File: src/rtl/v4mt_pkg.sv
package v4mt_pkg;

    localparam int DATA_BITS = 32;

    // request function codes
    localparam logic [1:0] FUNC_WRITE = 2'd0;
    localparam logic [1:0] FUNC_ROW   = 2'd1;
    localparam logic [1:0] FUNC_COL   = 2'd2;

    typedef struct packed {
        logic [1:0]                  func;
        logic [1:0]                  elem_row;
        logic [1:0]                  elem_col;
        logic signed [DATA_BITS-1:0] elem_value;
        logic signed [DATA_BITS-1:0] vec_x;
        logic signed [DATA_BITS-1:0] vec_y;
        logic signed [DATA_BITS-1:0] vec_z;
        logic signed [DATA_BITS-1:0] vec_w;
    } in_item_t;

    typedef struct packed {
        logic signed [DATA_BITS-1:0] res_x;
        logic signed [DATA_BITS-1:0] res_y;
        logic signed [DATA_BITS-1:0] res_z;
        logic signed [DATA_BITS-1:0] res_w;
        logic                        saturated;
    } out_item_t;

    typedef enum logic [1:0] {
        OP_WRITE,
        OP_ROW,
        OP_COL
    } op_t;

    // Classified command passed from front to back.
    // A write carries its value in word[0]; a transform carries x, y, z, w.
    typedef struct packed {
        op_t                             op;
        logic [3:0]                      addr;
        logic [3:0][DATA_BITS-1:0]       word;
    } cmd_t;

endpackage

File: src/rtl/v4mt_queue.sv
module v4mt_queue #(
    parameter int WIDTH = 8,
    parameter int DEPTH = 4
) (
    input  logic             aclk,
    input  logic             aresetn,
    input  logic             push,
    input  logic [WIDTH-1:0] push_data,
    output logic             full,
    input  logic             pop,
    output logic [WIDTH-1:0] pop_data,
    output logic             empty
);

    localparam int PTR_W = $clog2(DEPTH);
    localparam int CNT_W = $clog2(DEPTH + 1);
    localparam logic [PTR_W-1:0] LAST_PTR = PTR_W'(DEPTH - 1);

    logic [WIDTH-1:0] store_reg [DEPTH];
    logic [PTR_W-1:0] wr_ptr_reg, wr_ptr_next;
    logic [PTR_W-1:0] rd_ptr_reg, rd_ptr_next;
    logic [CNT_W-1:0] count_reg, count_next;

    always_comb begin
        wr_ptr_next = wr_ptr_reg;
        rd_ptr_next = rd_ptr_reg;
        count_next  = count_reg;
        if (push) begin
            wr_ptr_next = (wr_ptr_reg == LAST_PTR) ? '0 : wr_ptr_reg + 1'b1;
        end
        if (pop) begin
            rd_ptr_next = (rd_ptr_reg == LAST_PTR) ? '0 : rd_ptr_reg + 1'b1;
        end
        if (push && !pop) begin
            count_next = count_reg + 1'b1;
        end else if (pop && !push) begin
            count_next = count_reg - 1'b1;
        end
    end

    always_ff @(posedge aclk) begin
        if (!aresetn) begin
            wr_ptr_reg <= '0;
            rd_ptr_reg <= '0;
            count_reg  <= '0;
        end else begin
            wr_ptr_reg <= wr_ptr_next;
            rd_ptr_reg <= rd_ptr_next;
            count_reg  <= count_next;
        end
    end

    always_ff @(posedge aclk) begin
        if (push) begin
            store_reg[wr_ptr_reg] <= push_data;
        end
    end

    assign full     = (count_reg == CNT_W'(DEPTH));
    assign empty    = (count_reg == '0);
    assign pop_data = store_reg[rd_ptr_reg];

endmodule

File: src/rtl/v4mt_front.sv
module v4mt_front
    import v4mt_pkg::*;
#(
    parameter int QUEUE_DEPTH = 4
) (
    input  logic     aclk,
    input  logic     aresetn,
    input  logic     s_valid,
    output logic     s_ready,
    input  in_item_t s_item,
    output logic     cmd_valid,
    input  logic     cmd_ready,
    output cmd_t     cmd
);

    cmd_t             cmd_in;
    logic             keep;
    logic             full;
    logic             empty;
    logic [$bits(cmd_t)-1:0] pop_data;

    // classify; drop the unused function code
    always_comb begin
        cmd_in      = '0;
        cmd_in.addr = {s_item.elem_row, s_item.elem_col};
        keep        = 1'b1;
        case (s_item.func)
            FUNC_WRITE: begin
                cmd_in.op      = OP_WRITE;
                cmd_in.word[0] = s_item.elem_value;
            end
            FUNC_ROW, FUNC_COL: begin
                cmd_in.op      = (s_item.func == FUNC_ROW) ? OP_ROW : OP_COL;
                cmd_in.word[0] = s_item.vec_x;
                cmd_in.word[1] = s_item.vec_y;
                cmd_in.word[2] = s_item.vec_z;
                cmd_in.word[3] = s_item.vec_w;
            end
            default: begin
                keep = 1'b0;
            end
        endcase
    end

    assign s_ready = !full;

    v4mt_queue #(
        .WIDTH ($bits(cmd_t)),
        .DEPTH (QUEUE_DEPTH)
    ) u_queue (
        .aclk      (aclk),
        .aresetn   (aresetn),
        .push      (s_valid && s_ready && keep),
        .push_data (cmd_in),
        .full      (full),
        .pop       (cmd_valid && cmd_ready),
        .pop_data  (pop_data),
        .empty     (empty)
    );

    assign cmd_valid = !empty;
    assign cmd       = cmd_t'(pop_data);

endmodule

File: config.mk
export PLATFORM = sky130hd
export DESIGN_NAME = v4mt_front
export DESIGN_NICKNAME = d
export VERILOG_FILES = /design/src/rtl/v4mt_pkg.sv /design/src/rtl/v4mt_queue.sv /design/src/rtl/v4mt_front.sv
export SDC_FILE = /design/constraint.sdc
export NUM_CORES = 1
export LEC_CHECK = 0
export BUFFER_PORTS_ARGS = -buffer_cell sky130_fd_sc_hd__buf_2
export CAP_MARGIN = 20
export CORE_MARGIN = 4
export CORE_UTILIZATION = 61
export DETAILED_ROUTE_END_ITERATION = 7
export PLACE_DENSITY = 0.95
export SYNTH_ARGS = -nofsm -noshare
export SYNTH_HDL_FRONTEND = slang
export SYNTH_SLANG_ARGS = --single-unit
File: constraint.sdc
create_clock -name aclk -period 10.1 [get_ports aclk]
set_clock_uncertainty 0.15 [all_clocks]
set_input_delay 1.515 -clock aclk [delete_from_list [all_inputs] [get_ports aclk]]
set_output_delay 1.515 -clock aclk [all_outputs]
set_load 0.1 [all_outputs]
## Yosys cells after proc, flatten, opt, wreduce, memory -nomap -nowiden

Memory sizes are Yosys's and may differ from the RTL's. A register that Yosys moved wholly into a read port is not among the register bits.
Index checks and enable logic that the tools add are counted.

- RAM bits: 536
- Register bits after elaboration: 7
- Output and inout bits: 136
- Memories: 1
- Logic and storage cells: 40

- Add/sub/neg operators: 4
- Equality and inequality tests: 5
- Reductions and logical operators: 14
- Muxes and demuxes: 13

Memories:

| memory | words | bits a word | rd ports | clocked after memory_dff | write ports | line | text |
|---|---|---|---|---|---|---|---|
| u_queue.store_reg | 4 | 134 | 1 | 1 | 1 | v4mt_queue.sv:19 | `logic [WIDTH-1:0] store_reg [DEPTH];` |

Operator list:

| kind | count |
|---|---|
| 96-bit 2-to-1 mux | 1 |
| 32-bit case mux with 2 select lines | 1 |
| 2-bit 2-to-1 mux | 6 |
| 2-bit == test (second input constant) | 3 |
| 3-bit 2-to-1 mux | 2 |
| 1-bit logical AND | 5 |
| 2-bit by 1-bit adder with 2-bit output (second input constant) | 2 |
| 1-bit logical NOT | 4 |
| 3-bit by 1-bit adder with 3-bit output (second input constant) | 1 |
| 3-bit == test (second input constant) | 1 |
| 3-bit logical NOT | 1 |
| 1-bit 2-to-1 mux | 3 |
| 3-bit OR reduction | 1 |
| 3-bit by 1-bit subtractor with 3-bit output (second input constant) | 1 |
| 2-bit by 1-bit == test with 1-bit output (second input constant) | 1 |
| 2-bit logical NOT | 1 |
| 2-bit nonzero test | 1 |
| 2-bit OR reduction | 1 |

## Logic depth before layout (Yosys ltp)

Gate-level depths: netlist of the first run.

- Depth after elaboration: 8
- Depth in mapped cells: 10

## Hierarchy

From an unflattened synthesis of the first run, not the netlist that was laid out.

- Cell total of the unflattened synthesis: 935
- Area total of the unflattened synthesis: 21061.4 um2

By module, submodules not included:

| module | cells an instance | seq. area each (um2) | instances | area an instance (um2) |
|---|---|---|---|---|
| v4mt_queue | 744 | 16275.6 | 1 | 19762.7 |
| v4mt_front | 191 | 0.0 | 1 | 1298.7 |

## Worst setup path after synthesis of the first run

No wires, ideal clock.

- Path type: in2reg
- Start point: in s_item[164] in the netlist's numbering
- End point: mem u_queue.store_reg[0][0] in the netlist's numbering, enable pin
- Setup time: 436 ps
- Arrival: 3830 ps
- Path slack: 5684 ps
- Cell stages on the path: 5
- Required time: 9514 ps
- Buffers on the path: 2
- Cells stage by stage: ha_1 > clkbuf_1 > and3b_1 > buf_6 > and2_2

- Cells in the longest elaborated chain, start to end: 6
- Elaborated cells between the ends (all ways): 8
- Classes of those cells: eq/ne (2); mux (3); reduce/logical (3)

RTL lines:

| item | line | text |
|---|---|---|
| start, declared | v4mt_front.sv:10 | `input in_item_t s_item,` |
| 2-bit by 1-bit == test with 1-bit output, or another cell as far along | v4mt_front.sv:27 | `case (s_item.func)` |
| 3-bit OR reduction (no line) * | n/a |  |
| 1-bit 2-to-1 mux * | v4mt_front.sv:27 |  |
| 1-bit logical AND * | v4mt_front.sv:53 | `.push (s_valid && s_ready && keep),` |
| via u_queue.push | v4mt_queue.sv:7 | `input logic push,` |
| 1-bit 2-to-1 mux * | v4mt_queue.sv:54 | `if (push) begin` |
| 1-bit 2-to-1 mux (not written as such) * | v4mt_queue.sv:55 | `store_reg[wr_ptr_reg] <= push_data;` |
| end, declared | v4mt_queue.sv:19 |  |

Mark *: on every way through the listed nets, which the timed path passes. The rest lies on a longest branch.

==> flow_summary.toml, run 1 <==
[place]
gp_routability_congestion = 0.7345
io_buffers = 305
dp_cells = 1648
dp_hpwl_mm = 25.17
post-place-ws_ns = 5.118

[critical_path]
reg2reg_slack_ns = 6.71
required_ns = 8.44
critical_path.max_fanout = 90
reg2reg_from = "u_queue.count_reg[0]"
crit_arrival_ns = 3.17
setup.worst_path.class = "reg -> out"
start_kind = "flop"
r2r_end = "u_queue.store_reg[3][61]"
reg2reg_depth = 4
end_kind = "primary output"

[pwr]
power_density_nw_per_um2 = 312.7
finalPower_uw = 7618
p_int_uw = 4348
p_sw_uw = 3269
vdd_ir_drop_max_v = 0.0002879
seq_power_share_pct = 37.1
p_sw_share_pct = 42.92
power_leakage_uw = 0.008379
pwr-share-clk_pct = 23.1
combPwrFrac_pct = 39.7

[outcome]
status = "finished clean"

[sta]
setup_viol = 0
finalWorstSetupSlack_ns = 5.270
max_freq_ghz = 0.2070
rsz0062_at_grt = "no"
fin_crit_ns = 4.830
tightestPinTransition_ns = 1.117
min_period_over_period_pct = 47.83
relSlewSlack_pct = 25.56
setup_tns_ns = 0
finalHoldViolCount = 0
maxSlewViolCount = 0

[cts]
cts_tree = "built"
cts_setup_buffers = 0
clockBufferDepth = 3
cts_buffers = 51
clkTransAtPathRegs_ns = 0.06
cts_resized = 0
clock_latency_ns = 0.55
htree_levels = 2
cts_hold_buf = 0
cts-root-buf = "clkbuf_16"
cts_num_sinks = 545

[floorplanning]
initial_core_util_pct = 62.00
ioPinCount = 306
core_area_um2 = 33700
core.rowCount = 67
die_h_um = 193.1
die_width_um = 193.1
die_area_um2 = 37270

[synthesis]
ys_seq_elements = 545
yosysWarnings = 0
yosys-top-cells-area = "edfxtp_1 (77%), mux4_2 (14%), and2_1 (2.9%)"
synth_top_area_cell = "edfxtp_1"
synth_cell_types = 26
yosysSeqAreaShare_pct = 77.90
synth_area_um2 = 20890
avgSynthCellArea_um2 = 22.27
syn_inst = 938
syn_nets = 1119
netlist.area_leader.share_pct = 77.04

[detailed_routing]
drc = 0
vias = 10390
wl_mm = 42.67
drtPass1Iterations = 5
initialDrtViolationCount = 869
wl_per_cell_um = 24.51
vias_per_cell = 5.968
postRouteAntennaNets = 0

[global_routing]
grt.total_usage_pct = 23.06
antenna_found_initial = 6
grt_max_degree = 91
grt_pass1_wl_mm = 64.41
grt_pass1_vias = 10880
gr-total-overflow = 0

[final_layout]
largest_register_ffs = 536
post-route-util_pct = 72.29
instances_no_fill = 1741
layout-drive-gt1-share_pct = 40.67
synthToLayoutAreaGrowth_pct = 16.60
nets = 1434

[job]
maxCapViolCount = 0

[worst_hold_path]
min_from = "u_queue.wr_ptr_reg[0]"
holdPathStages = 2
worstHoldEndpoint = "u_queue.wr_ptr_reg[0]"
hp-class = "reg -> reg"
==> cells in the final DEF (no fill, tap or decap), drive strengths merged, types with 9 or more instances in the layout <==
cell and instances:
a22oi 32, and2 101, buf 315, clkbuf 64, clkinv 23, dfxtp 9
edfxtp 536, ha 10, mux4 134, nor2 34
==> cells in the mapped netlist <==
| library cell | instances |
|---|---|
| edfxtp_1 | 536 |
| nand3_1 | 2 |
| nor2b_1 | 1 |
| nand2_1 | 6 |
| buf_6 | 8 |
| and2_2 | 4 |
| xnor2_1 | 1 |
| o21ai_0 | 3 |
| clkbuf_1 | 26 |
| nor2_1 | 34 |
| or3_2 | 2 |
| a22oi_1 | 32 |
| buf_1 | 1 |
| mux2i_1 | 3 |
| fa_1 | 1 |
| a21boi_0 | 1 |
| buf_2 | 18 |
| or3b_1 | 1 |
| inv_1 | 5 |
| ha_1 | 10 |
| dfxtp_1 | 9 |
| o31ai_1 | 1 |
| xor2_1 | 1 |
| and3b_1 | 1 |
| mux4_2 | 134 |
| and2_1 | 97 |
==> through the flow <==
stage                     instance area, um^2  hold WS, ns
after floorplan                         20890       0.3177
after global placement                  22810       0.3315
after detailed placement                22810       0.3604
after CTS                               24360       0.3715
after global routing                    24360       0.4037
final                                   24360       0.3678
==> worst max-delay path, cell delays in order (launching register included) <==
cell and delay (ns):
dfxtp_4 0.95, buf_12 0.66, mux4_2 0.65, buf_2 0.32
==> routing by layer <==
metal  track usage (%)  share of wire (%)
met5                 0               0.12
met4             5.719                2.2
met3             5.978                9.4
met2             36.70                 50
met1             33.03                 38
==> final cells by class <==
type,instances,area (um^2)
sequential,545,16280
fill,1939,9339
multi-input combinational,335,4334
timing repair buffer,315,1614
clock buffer,64,1368
tap,448,560.5
clock inverter,27,177.7
inverter,5,18.77
antenna,2,5.005
==> worst max-delay path by stage <==
| stage | slack (ns) | depth (start not counted) | end |
|---|---|---|---|
| 2_1_floorplan | 5.68 | 5 | u_queue.store_reg[0][0] |
| 3_3_place_gp | 5.12 | 6 | u_queue.store_reg[1][45] |
| 3_5_place_dp | 5.12 | 6 | u_queue.store_reg[1][46] |
| 4_1_cts | 5.11 | 3 | cmd[110] |
| 5_1_grt | 4.98 | 3 | cmd[110] |
| 6_report | 5.27 | 3 | cmd[110] |
==> logic make-up after synthesis <==
kind of cell	synth area share, %
muxes	14.59
adders and majority gates	0.6947
DFF	77.90
AOI/OAI and AO/OA	1.294
xor gates and xnor gates	0.08386
and+or+nand+nor	4.000
buffers and inverters	1.437
==> power groups by stage <==
stage | Combinational [uW] | Sequential [uW] | Clock (uW)
2_1_floorplan | 2650 | 2800 | 0
3_3_place_gp | 3020 | 2860 | 0
3_5_place_dp | 3040 | 2880 | 0
4_1_cts | 3050 | 2840 | 1790
5_1_grt | 3120 | 2850 | 1900
6_report | 3030 | 2830 | 1760
Note: power is estimated with default switching activity, not from simulation.
==> run 2: changes to the inputs <==
--- a/config.mk
+++ b/config.mk
@@ -8,9 +8,9 @@
 export BUFFER_PORTS_ARGS = -buffer_cell sky130_fd_sc_hd__buf_2
 export CAP_MARGIN = 20
 export CORE_MARGIN = 4
-export CORE_UTILIZATION = 61
+export CORE_UTILIZATION = 51
 export DETAILED_ROUTE_END_ITERATION = 7
-export PLACE_DENSITY = 0.95
+export PLACE_DENSITY = 0.87
 export SYNTH_ARGS = -nofsm -noshare
 export SYNTH_HDL_FRONTEND = slang
 export SYNTH_SLANG_ARGS = --single-unit
==> constraint.sdc (replaced) <==
create_clock -name aclk -period 4.3 [get_ports aclk]
set_clock_uncertainty 0.15 [all_clocks]
set_input_delay 0.645 -clock aclk [delete_from_list [all_inputs] [get_ports aclk]]
set_output_delay 0.645 -clock aclk [all_outputs]
set_load 0.1 [all_outputs]
==> flow_summary.toml, run 2 (synthesis gave the netlist of run 1 again) <==
[cts]
clock_latency_ns = 0.58
cts_setup_buffers = 0
cts-root-buf = "clkbuf_16"
clkTransAtPathRegs_ns = 0.06
cts_hold_buf = 0
cts_num_sinks = 545
cts_resized = 0
cts_buffers = 53
cts_tree = "built"
clockBufferDepth = 3
htree_levels = 2

[critical_path]
slowest_delay_ns = 0.77
cp_slowest_cell = "dfxtp_4"
start_kind = "flop"
cp.buffers_inverters = 2
crit_arrival_ns = 2.57
critical_path.max_fanout = 48
reg2reg_slack_ns = 1.64
path_cells = "buf_12, mux4_2, buf_2"
end_kind = "primary output"
cp.depth = 3
required_ns = 3.50
setup.worst_path.class = "reg -> out"
path_delay_family = "buffers and inverters"
reg2reg_depth = 8

[global_routing]
grt_pass1_vias = 11180
grt.total_usage_pct = 19.31
antenna_found_initial = 9
grt_max_degree = 135
grt_pass1_wl_mm = 65.74
gr-total-overflow = 0

[place]
io_buffers = 305
post-place-ws_ns = 1.271
dp_hpwl_mm = 25.77
gp_routability_congestion = 0.7229

[detailed_routing]
wl_per_cell_um = 23.27
vias_per_cell = 5.658
drtPass1Iterations = 5
postRouteAntennaNets = 0
wl_mm = 42.72
vias = 10390
drc = 0
initialDrtViolationCount = 758

[floorplanning]
die_h_um = 210.4
ioPinCount = 306
die_area_um2 = 44270
die_width_um = 210.4
core.rowCount = 73
core_area_um2 = 40100
initial_core_util_pct = 52.10

[sta]
hold-worst-slack_ns = 0.1356
tightestPinTransition_ns = 0.8806
fin_crit_ns = 3.360
max_freq_ghz = 0.2976
relSlewSlack_pct = 41.29
min_period_over_period_pct = 78.15
finalWorstSetupSlack_ns = 0.9396
setup_tns_ns = 0
setup_viol = 0
finalHoldViolCount = 0
rsz0062_at_grt = "no"
maxSlewViolCount = 0

[final_layout]
final_cell_mix = "edfxtp_1 (536), buf_2 (305), mux4_2 (134), and2_1 (97), clkbuf_16 (55)"
nets = 1443
synthToLayoutAreaGrowth_pct = 18.63
largest_register_ffs = 536
n_fill_cell = 2689
layout-drive-gt1-share_pct = 41.04
mostFrequentLayoutCell = "edfxtp_1"

[outcome]
status = "finished clean"

[pwr]
power_density_nw_per_um2 = 735.1
finalPower_uw = 18220
vdd_ir_drop_max_v = 0.0005322
power_leakage_uw = 0.008509

[job]
maxCapViolCount = 0

[worst_hold_path]
hp-class = "in -> reg"
holdPathStages = 1
[run 2: stage by stage]
stage / instance area (um^2) / std cells / util, %
3_5_place_dp: 23100 / 1732 / 57.60
5_1_grt: 24780 / 1836 / 61.81
4_1_cts: 24770 / 1831 / 61.78
6_report: 24780 / 1836 / 61.81
2_1_floorplan: 20890 / 938 / -
3_3_place_gp: 23100 / 1732 / 57.60
[run 2: layout make-up]
class	count	area (um^2)	share of cell area (%)
Sequential cell	545	16280	65.70
Inverter	5	18.77	0.07573
Clock inverter	34	260.3	1.050
Timing Repair Buffer	322	1804	7.280
Multi-Input combinational cell	335	4334	17.49
Antenna cell	5	12.51	0.05048
Clock buffer	65	1414	5.705
Tap cell	525	656.9	2.650
[run 2: worst register-to-register path, delay by kind of cell (launching register included)]
kind | cells | cell delay (ns)
AND/OR/NAND/NOR | 3 | 0.93
adder cells (fa/ha/maj) | 2 | 0.64
flip-flops | 1 | 0.43
XOR/XNOR | 1 | 0.19
AO/OA/AOI/OAI | 1 | 0.18
buffers and inverters | 1 | 0.07
[run 2: routing by layer]
metal	vias up	part of all wire, %	track usage (%)	wire length, um
met3	82	8.1	4.644	3452
met5	-	0.15	0	63
met4	8	2.6	6.416	1111
met1	5333	38	25.72	16420
met2	449	51	31.96	21680
li1	4516	-	-	-
[run 2: power by group]
group          switching (uW)  leakage [uW]  internal, uW
registers                 178       0.00505          6380
logic                    5710       0.00264          1520
clock network            1860      0.000815          2570
total                    7750       0.00851         10500
[run 2: worst paths after layout]
kind | start | to
setup / recovery | flop | cmd[102]
setup reg to reg | u_queue.count_reg[0] | u_queue.count_reg[2]
hold reg to reg | u_queue.rd_ptr_reg[1] | flop
hold / removal | s_item[160] | u_queue.store_reg[1][128]
==> run 3: changes to the inputs <==
--- a/config.mk
+++ b/config.mk
@@ -5,12 +5,13 @@
 export SDC_FILE = /design/constraint.sdc
 export NUM_CORES = 1
 export LEC_CHECK = 0
+export ABC_AREA = 1
 export BUFFER_PORTS_ARGS = -buffer_cell sky130_fd_sc_hd__buf_2
 export CAP_MARGIN = 20
 export CORE_MARGIN = 4
-export CORE_UTILIZATION = 51
+export CORE_UTILIZATION = 57
 export DETAILED_ROUTE_END_ITERATION = 7
-export PLACE_DENSITY = 0.87
+export PLACE_DENSITY = 0.91
 export SYNTH_ARGS = -nofsm -noshare
 export SYNTH_HDL_FRONTEND = slang
 export SYNTH_SLANG_ARGS = --single-unit
==> constraint.sdc (replaced) <==
create_clock -name aclk -period 3.1 [get_ports aclk]
set_clock_uncertainty 0.15 [all_clocks]
set_input_delay 0.465 -clock aclk [delete_from_list [all_inputs] [get_ports aclk]]
set_output_delay 0.465 -clock aclk [all_outputs]
set_load 0.1 [all_outputs]
==> flow_summary.toml, run 3 <==
[outcome]
status = "finished clean"

[cts]
cts_num_sinks = 545
cts_buffers = 51
cts_tree = "built"
htree_levels = 2
clock_latency_ns = 0.56
cts-root-buf = "clkbuf_16"
clkTransAtPathRegs_ns = 0.06
clockBufferDepth = 3

[synthesis]
synthAdderAreaFrac_pct = 0.6700
netlist.area_leader.share_pct = 74.30
synth_top_family_by_area = "compound AO/OA/AOI/OAI gates"
synth_cell_types = 23
avgSynthCellArea_um2 = 12.87
synth-main-ff-cell = "edfxtp_1"
synth-xor-area-share_pct = 0
synth_compound_area_share_pct = 10.89
netlist_top_cells_count = "edfxtp_1 (536), nor2_1 (286), o21ai_0 (212)"
yosysWarnings = 0
syn_inst = 1683
synth_area_um2 = 21660
synth-simple-area-share_pct = 8.075
yosysSeqAreaShare_pct = 75.13
synth_most_common_cell = "edfxtp_1"
synth_edf_count = 536
yosys-top-cells-area = "edfxtp_1 (74%), nor2_1 (5.0%), o21ai_0 (4.9%)"
syn_nets = 1864
synth_top_area_cell = "edfxtp_1"
synth_async_sr_flop_share_pct = 0
synthMuxAreaShare_pct = 0
ys_seq_elements = 545

[final_layout]
antenna_cells = 0
regArea_um2 = 16280
synthToLayoutAreaGrowth_pct = 26.07
largest_register_ffs = 536
multi_input_area_um2 = 4344
final_cell_mix = "edfxtp_1 (536), nor2_1 (281), o21ai_0 (212), nand2_1 (173), buf_2 (171)"
n_fill_cell = 2162
nets = 2150
layout-drive-gt1-share_pct = 21.13
final_area_um2 = 27310
mostFrequentLayoutCell = "edfxtp_1"

[place]
io_buffers = 305
post-place-ws_ns = 0.5420
gp_routability_congestion = 0.7703
place_area_um2 = 25680
dp_hpwl_mm = 32.21

[critical_path]
crit_arrival_ns = 2.39
reg2reg_depth = 12
reg2reg_slack_ns = 0.94
setup.worst_path.class = "reg -> out"
required_ns = 2.48
reg2reg_from = "u_queue.count_reg[0]"
end_kind = "primary output"
start_kind = "flop"
critical_path.max_fanout = 82
r2r_end = "u_queue.count_reg[2]"

[detailed_routing]
vias_per_cell = 5.890
vias = 14800
wl_per_cell_um = 21.46
postRouteAntennaNets = 0
initialDrtViolationCount = 1507
drtPass1Iterations = 5
wl_mm = 53.93
drc = 0

[worst_hold_path]
hp-class = "in -> reg"
worstHoldEndpoint = "u_queue.wr_ptr_reg[0]"
min_from = "aresetn"
holdPathStages = 3

[sta]
rsz0062_at_grt = "no"
fin_crit_ns = 3.005
min_period_over_period_pct = 96.93
relSlewSlack_pct = 63.61
tightestPinTransition_ns = 0.5459
max_freq_ghz = 0.3328
maxSlewViolCount = 0
finalWorstSetupSlack_ns = 0.09516
finalHoldViolCount = 0
setup_viol = 0

[floorplanning]
initial_core_util_pct = 57.65
die_width_um = 202.9
core_area_um2 = 37580
core.rowCount = 71
die_area_um2 = 41190
die_h_um = 202.9
ioPinCount = 306

[global_routing]
grt_pass1_wl_mm = 81.89
grt.total_usage_pct = 25.34
grt_max_degree = 88
grt_pass1_vias = 15050
gr-total-overflow = 0
antenna_found_initial = 2

[job]
maxCapViolCount = 0
-- run 3: cell types whose count changed after synthesis, moves of 97 or more --
cell / delta
nand2_1: +169
nor2_1: +252
inv_1: +109
o21ai_0: +209
mux4_2: -134
o22ai_1: +134
and2_1: -97
-- run 3: timing repair --
item	in CTS	in global routing
pin swaps	0	0
endpoints found under the hold margin	16	0
setup endpoints to repair	30	24
hold buffers	4	0
gates resized for setup	2	7
buffers inserted	0	1
cloned	0	0
-- run 3: layout make-up --
class	instances	share of cell area, %
clock inverter	20	0.5590
multi-input combinational	913	15.91
clock buffer	66	5.072
inverter	116	1.668
tap	511	2.341
sequential	545	59.63
timing repair buffer	342	14.83
-- run 3: worst max-delay path by stage --
| stage | endpoint | depth (start not counted) |
|---|---|---|
| 4_1_cts | cmd[133] | 5 |
| 3_5_place_dp | cmd[133] | 4 |
| 6_report | cmd[83] | 5 |
| 5_1_grt | cmd[1] | 5 |
| 2_1_floorplan | u_queue.store_reg[0][0] | 5 |
| 3_3_place_gp | cmd[133] | 4 |
-- run 3: logic make-up after synthesis --
group,Yosys count
adder cells (fa/ha/maj),11
flip-flops,545
buffers and inverters,225
AO/OA/AOI/OAI,438
AND/OR/NAND/NOR,464
-- run 3: per-layer routing --
layer	vias up	share of wire (%)	GRT usage, %	wire length [um]
met5	-	0.041	0	22
met4	4	2.3	7.517	1252
met3	108	9.0	4.903	4834
met2	847	52	45.24	28290
met1	7264	36	31.70	19530
li1	6579	-	-	-
-- run 3: critical path, cell delays in order (launching register included) --
cell     delay, ns
dfxtp_4       0.41
buf_12        0.28
buf_6         0.29
o21ai_0       0.13
o22ai_1       0.36
buf_12        0.23
-- run 3: per-stage QoR --
step	TNS (ns)	std cells	hold WS [ns]	util, %
finish	0	2513	0.05101	72.67
global route	0	2513	0.03571	72.67
CTS	0	2512	0.02082	72.57
detailed placement	0	2422	0.3729	68.34
global placement	0	2422	0.3391	68.34
floorplan	-245.21	1683	0.3305	-
Power of run 3 is left out: the tool's default activity adds up to more than one toggle a clock period on the data nets, which glitch-free logic cannot reach.
